==> config.mk <==
export PLATFORM = sky130hd
export DESIGN_NAME = i2c_master_bit_engine_unit
export DESIGN_NICKNAME = d
export VERILOG_FILES = /design/src/rtl/i2cm_pkg.sv /design/src/rtl/i2c_master_bit_engine_unit.sv /design/src/rtl/i2cm_step.sv
export SDC_FILE = /design/constraint.sdc
export NUM_CORES = 1
export LEC_CHECK = 0
export CAP_MARGIN = 25
export CORE_ASPECT_RATIO = 1.25
export CORE_MARGIN = 4
export CORE_UTILIZATION = 57
export DETAILED_ROUTE_END_ITERATION = 8
export DONT_BUFFER_PORTS = 1
export PLACE_DENSITY_LB_ADDON = 0.25
export SYNTH_ARGS = -nofsm -noshare
export SYNTH_HDL_FRONTEND = slang
export SYNTH_SLANG_ARGS = --single-unit
==> constraint.sdc <==
create_clock -name clk -period 2.38 [get_ports clk]
set_input_delay 0.119 -clock clk [delete_from_list [all_inputs] [get_ports clk]]
set_output_delay 0.119 -clock clk [all_outputs]
set_load 0.01 [all_outputs]
==> src/rtl/i2cm_pkg.sv <==
`timescale 1ns / 1ps
package i2cm_pkg;

  localparam logic [2:0] PH_IDLE  = 3'd0;
  localparam logic [2:0] PH_START = 3'd1;
  localparam logic [2:0] PH_BITLO = 3'd2;
  localparam logic [2:0] PH_BITHI = 3'd3;
  localparam logic [2:0] PH_STOP  = 3'd4;

  localparam logic [2:0] CMD_NONE   = 3'd0;
  localparam logic [2:0] CMD_START  = 3'd1;
  localparam logic [2:0] CMD_STOP   = 3'd2;
  localparam logic [2:0] CMD_WRITE  = 3'd3;
  localparam logic [2:0] CMD_RDACK  = 3'd4;
  localparam logic [2:0] CMD_RDNACK = 3'd5;
  localparam logic [2:0] CMD_PROBE  = 3'd6;
  localparam logic [2:0] CMD_UNUSED = 3'd7;

  localparam logic [7:0] MSB_MASK      = 8'h80;
  localparam logic [3:0] BITS_PER_BYTE = 4'd8;

  typedef struct packed {
    logic [2:0] cmd;
    logic [7:0] tx_byte;
    logic       sda_in;
  } in_t;

  typedef struct packed {
    logic       scl_level;
    logic       sda_level;
    logic       busy_res;
    logic       done_res;
    logic [7:0] rx_byte;
    logic       no_ack;
  } out_t;

  typedef struct packed {
    logic [2:0] phase;
    logic [3:0] bit_count;
    logic [7:0] shift_reg;
    logic [2:0] active_cmd;
    logic [7:0] rx_reg;
    logic       ack_flag;
    logic       scl_reg;
    logic       sda_reg;
  } st_t;

endpackage

==> src/rtl/i2c_master_bit_engine_unit.sv <==
`timescale 1ns / 1ps
// I2C master bus sequencer. Each accepted word is one bus phase tick (sampled SDA plus,
// when idle, a new command) and yields exactly one result word in the next cycle. A word
// can be taken every cycle as long as the output register is empty or is read in that
// same cycle; a result left waiting holds off the input until it is taken. The
// sequencer state register is updated only on an accepted word. On the bus, start and
// stop take 3 ticks, write and read 18 ticks and probe 24 ticks.
module i2c_master_bit_engine_unit
  import i2cm_pkg::*;
(
  input  logic clk,
  input  logic rst_n,
  input  logic in_valid,
  output logic in_ready,
  input  in_t  in_data,
  output logic out_valid,
  input  logic out_ready,
  output out_t out_data
);

  st_t  st_r;
  st_t  st_nxt;
  out_t res_nxt;
  out_t out_r;
  logic out_valid_r;
  logic in_acc;

  i2cm_step u_step (
    .st_i  (st_r),
    .in_i  (in_data),
    .st_o  (st_nxt),
    .res_o (res_nxt)
  );

  assign in_ready = !out_valid_r || out_ready;
  assign in_acc   = in_valid && in_ready;

  always_ff @(posedge clk) begin
    if (!rst_n) begin
      st_r.phase      <= PH_IDLE;
      st_r.bit_count  <= '0;
      st_r.shift_reg  <= '0;
      st_r.active_cmd <= CMD_NONE;
      st_r.rx_reg     <= '0;
      st_r.ack_flag   <= 1'b0;
      st_r.scl_reg    <= 1'b1;
      st_r.sda_reg    <= 1'b1;
    end else if (in_acc) begin
      st_r <= st_nxt;
    end
  end

  always_ff @(posedge clk) begin
    if (!rst_n) begin
      out_valid_r <= 1'b0;
    end else if (in_acc) begin
      out_valid_r <= 1'b1;
    end else if (out_ready) begin
      out_valid_r <= 1'b0;
    end
  end

  always_ff @(posedge clk) begin
    if (in_acc) begin
      out_r <= res_nxt;
    end
  end

  assign out_valid = out_valid_r;
  assign out_data  = out_r;

  a_done_busy: assert property (@(posedge clk) disable iff (!rst_n)
    out_valid_r && out_r.done_res |-> out_r.busy_res)
    else $error("done without busy");

  a_idle_tick: assert property (@(posedge clk) disable iff (!rst_n)
    in_acc && st_r.phase == PH_IDLE && (in_data.cmd == CMD_NONE || in_data.cmd == CMD_UNUSED)
    |=> !out_r.busy_res && $stable(st_r))
    else $error("idle tick changed state");

  a_acc_out: assert property (@(posedge clk) disable iff (!rst_n)
    in_acc |=> out_valid_r)
    else $error("accepted word produced no result");

  a_hold: assert property (@(posedge clk) disable iff (!rst_n)
    !in_acc |=> $stable(st_r))
    else $error("state moved without accept");

  a_bitcnt: assert property (@(posedge clk) disable iff (!rst_n)
    st_r.bit_count <= BITS_PER_BYTE)
    else $error("bit counter overrun");

endmodule

==> src/rtl/i2cm_step.sv <==
`timescale 1ns / 1ps
module i2cm_step
  import i2cm_pkg::*;
(
  input  st_t  st_i,
  input  in_t  in_i,
  output st_t  st_o,
  output out_t res_o
);

  st_t  s;
  logic busy;
  logic done;
  logic rd;

  always_comb begin
    s    = st_i;
    busy = 1'b0;
    done = 1'b0;

    if (s.phase > PH_STOP) begin
      s.phase = PH_IDLE;
    end

    // command is taken only while idle, first tick runs right away
    if (s.phase == PH_IDLE && (in_i.cmd inside {[CMD_START:CMD_PROBE]})) begin
      s.active_cmd = in_i.cmd;
      s.bit_count  = '0;
      s.shift_reg  = (in_i.cmd == CMD_WRITE || in_i.cmd == CMD_PROBE) ? in_i.tx_byte : 8'd0;
      if (in_i.cmd == CMD_START || in_i.cmd == CMD_PROBE) begin
        s.phase = PH_START;
      end else if (in_i.cmd == CMD_STOP) begin
        s.phase = PH_STOP;
      end else begin
        s.phase = PH_BITLO;
      end
    end

    rd = (s.active_cmd == CMD_RDACK) || (s.active_cmd == CMD_RDNACK);

    case (s.phase)
      PH_START: begin
        busy = 1'b1;
        if (s.bit_count == 4'd0) begin
          s.scl_reg = 1'b1; s.sda_reg = 1'b1; s.bit_count = 4'd1;
        end else if (s.bit_count == 4'd1) begin
          s.scl_reg = 1'b1; s.sda_reg = 1'b0; s.bit_count = 4'd2;
        end else begin
          s.scl_reg = 1'b0; s.sda_reg = 1'b0; s.bit_count = 4'd0;
          if (s.active_cmd == CMD_PROBE) begin
            s.phase = PH_BITLO;
          end else begin
            s.phase = PH_IDLE;
            done    = 1'b1;
          end
        end
      end
      PH_BITLO: begin
        busy      = 1'b1;
        s.scl_reg = 1'b0;
        if (s.bit_count < BITS_PER_BYTE) begin
          s.sda_reg = rd ? 1'b1 : ((s.shift_reg & MSB_MASK) != 8'd0);
        end else begin
          // ack slot: released for write, probe and read with nack, driven low for read with ack
          s.sda_reg = (s.active_cmd != CMD_RDACK);
        end
        s.phase = PH_BITHI;
      end
      PH_BITHI: begin
        busy      = 1'b1;
        s.scl_reg = 1'b1;
        if (s.bit_count < BITS_PER_BYTE) begin
          s.shift_reg = {s.shift_reg[6:0], rd & in_i.sda_in};
          s.bit_count = s.bit_count + 4'd1;
          s.phase     = PH_BITLO;
        end else begin
          s.bit_count = '0;
          if (s.active_cmd == CMD_PROBE) begin
            s.ack_flag = in_i.sda_in;
            s.phase    = PH_STOP;
          end else begin
            if (rd) begin
              s.rx_reg = s.shift_reg;
            end
            s.phase = PH_IDLE;
            done    = 1'b1;
          end
        end
      end
      PH_STOP: begin
        busy = 1'b1;
        if (s.bit_count == 4'd0) begin
          s.scl_reg = 1'b0; s.sda_reg = 1'b0; s.bit_count = 4'd1;
        end else if (s.bit_count == 4'd1) begin
          s.scl_reg = 1'b1; s.sda_reg = 1'b0; s.bit_count = 4'd2;
        end else begin
          s.scl_reg = 1'b1; s.sda_reg = 1'b1; s.bit_count = 4'd0;
          s.phase   = PH_IDLE;
          done      = 1'b1;
        end
      end
      default: begin
      end
    endcase

    st_o            = s;
    res_o.scl_level = s.scl_reg;
    res_o.sda_level = s.sda_reg;
    res_o.busy_res  = busy;
    res_o.done_res  = done;
    res_o.rx_byte   = s.rx_reg;
    res_o.no_ack    = s.ack_flag;
  end

endmodule
**Word level (Yosys, flattened, before mapping)**

Cells that the tools add are included.

- Add/sub/neg operators: 1
- Order comparisons: 4
- Equal/unequal tests: 13
- Multiplexer cells: 41
- Bitwise logic cells: 1
- Reductions and logical operators: 13

Operators with widths:

| cell | number |
|---|---|
| two-way mux 8 bit | 5 |
| two-way mux 3 bit | 8 |
| two-way mux 18 bit | 1 |
| two-way mux 9 bit | 2 |
| == test 3 bit, second input constant | 5 |
| two-way mux 1 bit | 13 |
| == test 3 x 2 -> 1 bit, second input constant | 4 |
| two-way mux 2 bit | 6 |
| one-hot mux 3 bit (4 select lines) | 1 |
| one-hot mux 4 bit (2 select lines) | 1 |
| two-way mux 7 bit | 1 |
| == test 3 x 1 -> 1 bit, second input constant | 2 |
| one-hot mux 1 bit (3 select lines) | 2 |
| adder 4 x 1 -> 4 bit, second input constant | 1 |
| == test 4 x 1 -> 1 bit, second input constant | 1 |
| logical NOT 4 bit | 1 |
| logical OR 1 bit | 4 |
| < comparator 4 bit, second input constant | 1 |
| one-hot mux 1 bit (4 select lines) | 1 |
| OR reduction 4 bit | 1 |
| >= comparator 3 x 1 -> 1 bit, second input constant | 1 |
| > comparator 3 bit, second input constant | 1 |
| <= comparator 3 bit, second input constant | 1 |
| logical AND 1 bit | 3 |
| other kinds (6) | 6 |

- Bits in registers: 43
- Input bits: 16
- Output and inout port bits: 15
- Word-level logic and storage cells: 88

**Depth between registers and ports, before layout**

- Depth in word-level cells: 11
- Mapped depth: 8
- Depth with buffers taken out: 6

**Cells and area by module**

From an unflattened synthesis, not the netlist that was laid out.

- Cell total of the unflattened synthesis: 315
- Area, all modules: 2730.1 µm²

Modules (own cells, without submodules):

| module | times used | cells each | area an instance (µm²) | sequential area each (µm²) |
|---|---|---|---|---|
| i2c_master_bit_engine_unit | 1 | 144 | 1624.1 | 991.0 |
| i2cm_step | 1 | 171 | 1106.1 | 0.0 |

**Least setup slack after synthesis**

OpenSTA, ideal clock, no wires.

- Path kind: register to register
- From: register st_r[28] (netlist name)
- To: register out_r (netlist bit out_data[1]), data pin
- Setup time: 0.260 ns
- Arrival: 2.001 ns
- Data required time: 2.120 ns
- Path slack: 0.119 ns
- Cell stages (with the launch flop): 8
- Buffers on the path: 2
- Clock period less this slack: 2.261 ns
- Path through: dfxtp_1 -> buf_2 -> or3_4 -> a211o_1 -> buf_6 -> mux2i_4 -> nor2_4 -> mux2_4

RTL lines:

| element | RTL line | text |
|---|---|---|
| start: declaration | i2c_master_bit_engine_unit.sv:21 | `st_t st_r;` |
| start signal: assignment | i2c_master_bit_engine_unit.sv:49 | `st_r <= st_nxt;` |
| end signal: assignment | i2c_master_bit_engine_unit.sv:65 | `out_r <= res_nxt;` |
| end: declaration | i2c_master_bit_engine_unit.sv:24 | `out_t out_r;` |

==> flow_metrics.py <==
metrics = {
    "timing": {
        "rsz0062_at_grt": "no",
        "timing.final.crit_share_pct": 96.5,
        "tns_ps": 0,
        "period_minus_slack_ps": 2300,
        "clock_skew_ps": 3.49,
        "drv_slew": 0,
        "tightestPinTransition_ps": 554,
        "fin_ws_ps": 83.4,
        "finalHoldViolations": 0,
        "max_freq_mhz": 435,
        "slew_headroom_pct": 62.8,
        "setup_viol": 0,
    },
    "finish": {
        "final_nets": 286,
        "drive_gt1_share_pct": 13.3,
        "diodes": 0,
        "layoutNonFillerInstCount": 327,
        "utilization_pct": 65.2,
        "synthToLayoutAreaGrowth_pct": 10.7,
    },
    "power": {
        "power.density_nw_per_um2": 693,
        "ir_worst_vdd_uv": 351,
        "leakage_nw": 0.972,
        "power_w": 0.00184,
    },
    "hold_path": {
        "hold_depth": 2,
        "min_from": "in_data[0]",
        "min_path_type": "primary input to flip-flop",
        "min_to": "st_r[14]$_SDFFE_PN0P_",
    },
    "clock_tree": {
        "ctsResizeCount": 0,
        "cts_setup_buffers": 0,
        "clock-sinks": 43,
        "path_clk_slew_ps": 80,
        "cts-root-buf": "clkbuf_8",
        "clkLatencyLatePin_ps": 300,
        "cts_hold_buffers": 6,
        "htreeDepth": 2,
        "ctsLongestPathBuffers": 2,
        "cts_made_buffers": 5,
        "cts_tree": "built",
    },
    "drt": {
        "drtPass1Iterations": 4,
        "drtIter0Drc": 155,
        "vias_per_cell": 6.40,
        "vias": 2094,
        "drc_errors": 0,
        "detail-route-antenna-nets": 0,
        "drt-total-wl_um": 5950,
        "wl_per_cell_um": 18.2,
    },
    "synth": {
        "synth_flop_cell": "dfxtp_1",
        "yosys_warnings": 0,
        "ys_seq_area_share_pct": 41.4,
        "ys_ff_latch": 43,
        "synth_edf_count": 13,
        "avgSynthCellArea_um2": 9.15,
        "synth_area_um2": 2400,
        "async_reset_ff_share_pct": 0,
        "syn_inst": 262,
        "synth_cell_type_count": 52,
        "synth_nets": 278,
    },
    "critical_path": {
        "r2r-end": "out_data[7]$_DFFE_PP_",
        "cp_slowest_stage_delay_ps": 400,
        "crit_type": "flip-flop to flip-flop",
        "rr_startpoint": "st_r[28]$_SDFFE_PN0P_",
        "crit_path_start_kind": "flip-flop",
        "critPathBufInv": 0,
        "cp_top_family": "simple AND/OR/NAND/NOR gates",
        "worst-r2r-setup-slack_ps": 80,
        "reg2reg_depth": 5,
        "crit_slowest_cell": "dfxtp_1",
        "crit_chain": "or3_4, a211o_1, mux2i_4, nor2_4, mux2_4",
        "crit_arrival_ps": 2350,
        "critPathCaptureType": "flip-flop",
        "worstPathMaxFanout": 9,
        "worstPathRequired_ps": 2430,
    },
    "global_routing": {
        "track_usage_pct": 23.3,
        "overflow": 0,
        "grt_pass1_vias": 1992,
        "antenna_found_initial": 0,
        "grt_max_degree": 21,
        "grt_pass1_wl_um": 9600,
    },
    "placement": {
        "pre_cts_ws_ps": 110,
        "dp_cells": 313,
        "portBuffers": 0,
        "finalWeightedCongestion": 0.933,
        "hpwl_um": 4180,
    },
    "outcome": {
        "status": "completed",
    },
    "floorplan": {
        "die-area_um2": 5310,
        "die_y_um": 80.5,
        "core_um2": 4070,
        "rows": 26,
        "boundaryPins": 31,
        "start_util_pct": 58.9,
        "dieWidth_um": 66.0,
    },
    "job": {
        "cap_viol_max_count": 0,
    },
}
[routing by layer]
layer  vias to the layer above  GRT usage [%]  wire (µm)
li1                       1001              -          -
met1                       992           29.9       2610
met2                        90           38.7       2830
met3                        11           5.03        411
met4                         0           7.52         95
met5                         -              0          0
[synthesized netlist by cell type, types with 4 or more instances]
cell | number | area share, %
dfxtp_1 | 30 | 25
o21ai_0 | 29 | 6.1
a21oi_1 | 23 | 4.8
nand2_1 | 20 | 3.1
edfxtp_1 | 13 | 16
nand3_1 | 13 | 2.7
clkbuf_1 | 12 | 1.9
nand4_1 | 9 | 2.3
nor2_1 | 9 | 1.4
mux2_4 | 8 | 5.0
mux2i_1 | 8 | 3.3
nor2b_1 | 8 | 2.1
a22o_1 | 7 | 2.6
nand2b_1 | 5 | 1.3
inv_1 | 4 | 0.63
nor3_1 | 4 | 0.84
[per-stage QoR]
stage / instance area [µm²] / hold WS, ps
2_1_floorplan: 2400 / 248
3_3_place_gp: 2480 / 250
3_5_place_dp: 2480 / 264
4_1_cts: 2650 / 11.9
5_1_grt: 2650 / 35.2
6_report: 2650 / 14.5
[cells by family (layout without fill, tap and decap cells)]
group | count (synthesis) | count (layout) | share of synthesized area [%]
AO/OA/AOI/OAI | 91 | 91 | 24.1
XOR/XNOR | 2 | 2 | 0.731
adder cells (fa/ha/maj) | 1 | 1 | 0.418
buffers and inverters | 22 | 31 | 3.86
flip-flops | 43 | 43 | 41.4
multiplexers | 20 | 20 | 10.7
AND/OR/NAND/NOR | 83 | 83 | 18.9
[worst max-delay path by stage]
stage / start / end / slack, ps / depth (start not counted)
2_1_floorplan: st_r[28]$_SDFFE_PN0P_ / out_data[1]$_DFFE_PP_ / 120 / 7
3_3_place_gp: st_r[28]$_SDFFE_PN0P_ / out_data[5]$_DFFE_PP_ / 160 / 5
3_5_place_dp: st_r[28]$_SDFFE_PN0P_ / out_data[3]$_DFFE_PP_ / 110 / 5
4_1_cts: st_r[28]$_SDFFE_PN0P_ / out_data[3]$_DFFE_PP_ / 100 / 5
5_1_grt: st_r[28]$_SDFFE_PN0P_ / out_data[8]$_DFFE_PP_ / 20 / 5
6_report: st_r[28]$_SDFFE_PN0P_ / out_data[7]$_DFFE_PP_ / 80 / 5
[sequential cells by signal (all words and copies together), names as in the netlist]
signal,count
st_r,29
out_data,13
out_valid,1
[placed cells by master (no fill, tap or decap), types with 7 or more instances in the layout]
cell      instances
a22o_1            7
nand2_1          20
mux2i_1           8
a21oi_1          23
nor2_1            9
dfxtp_1          30
nor2b_1           8
buf_4            11
nand3_1          13
mux2_4            8
nand4_1           9
o21ai_0          29
edfxtp_1         13
[layout make-up]
| class | instances | area (µm²) |
|---|---|---|
| fillers | 342 | 1420 |
| multi-input cells | 197 | 1310 |
| flip-flops and latches | 43 | 991 |
| repair buffers | 17 | 143 |
| well taps | 56 | 70.1 |
| clock buffers | 5 | 68.8 |
| clock inverters | 3 | 43.8 |
| inverters | 6 | 22.5 |
[where the power goes]
group          leakage (nW)  switching [W]  total (W)  internal (W)
Sequential            0.372      0.0000331   0.000833      0.000800
Combinational         0.542       0.000263   0.000432      0.000169
Clock                0.0581       0.000261   0.000573      0.000313
Total                 0.972       0.000557    0.00184       0.00128
(Power assumes the default switching activity.)
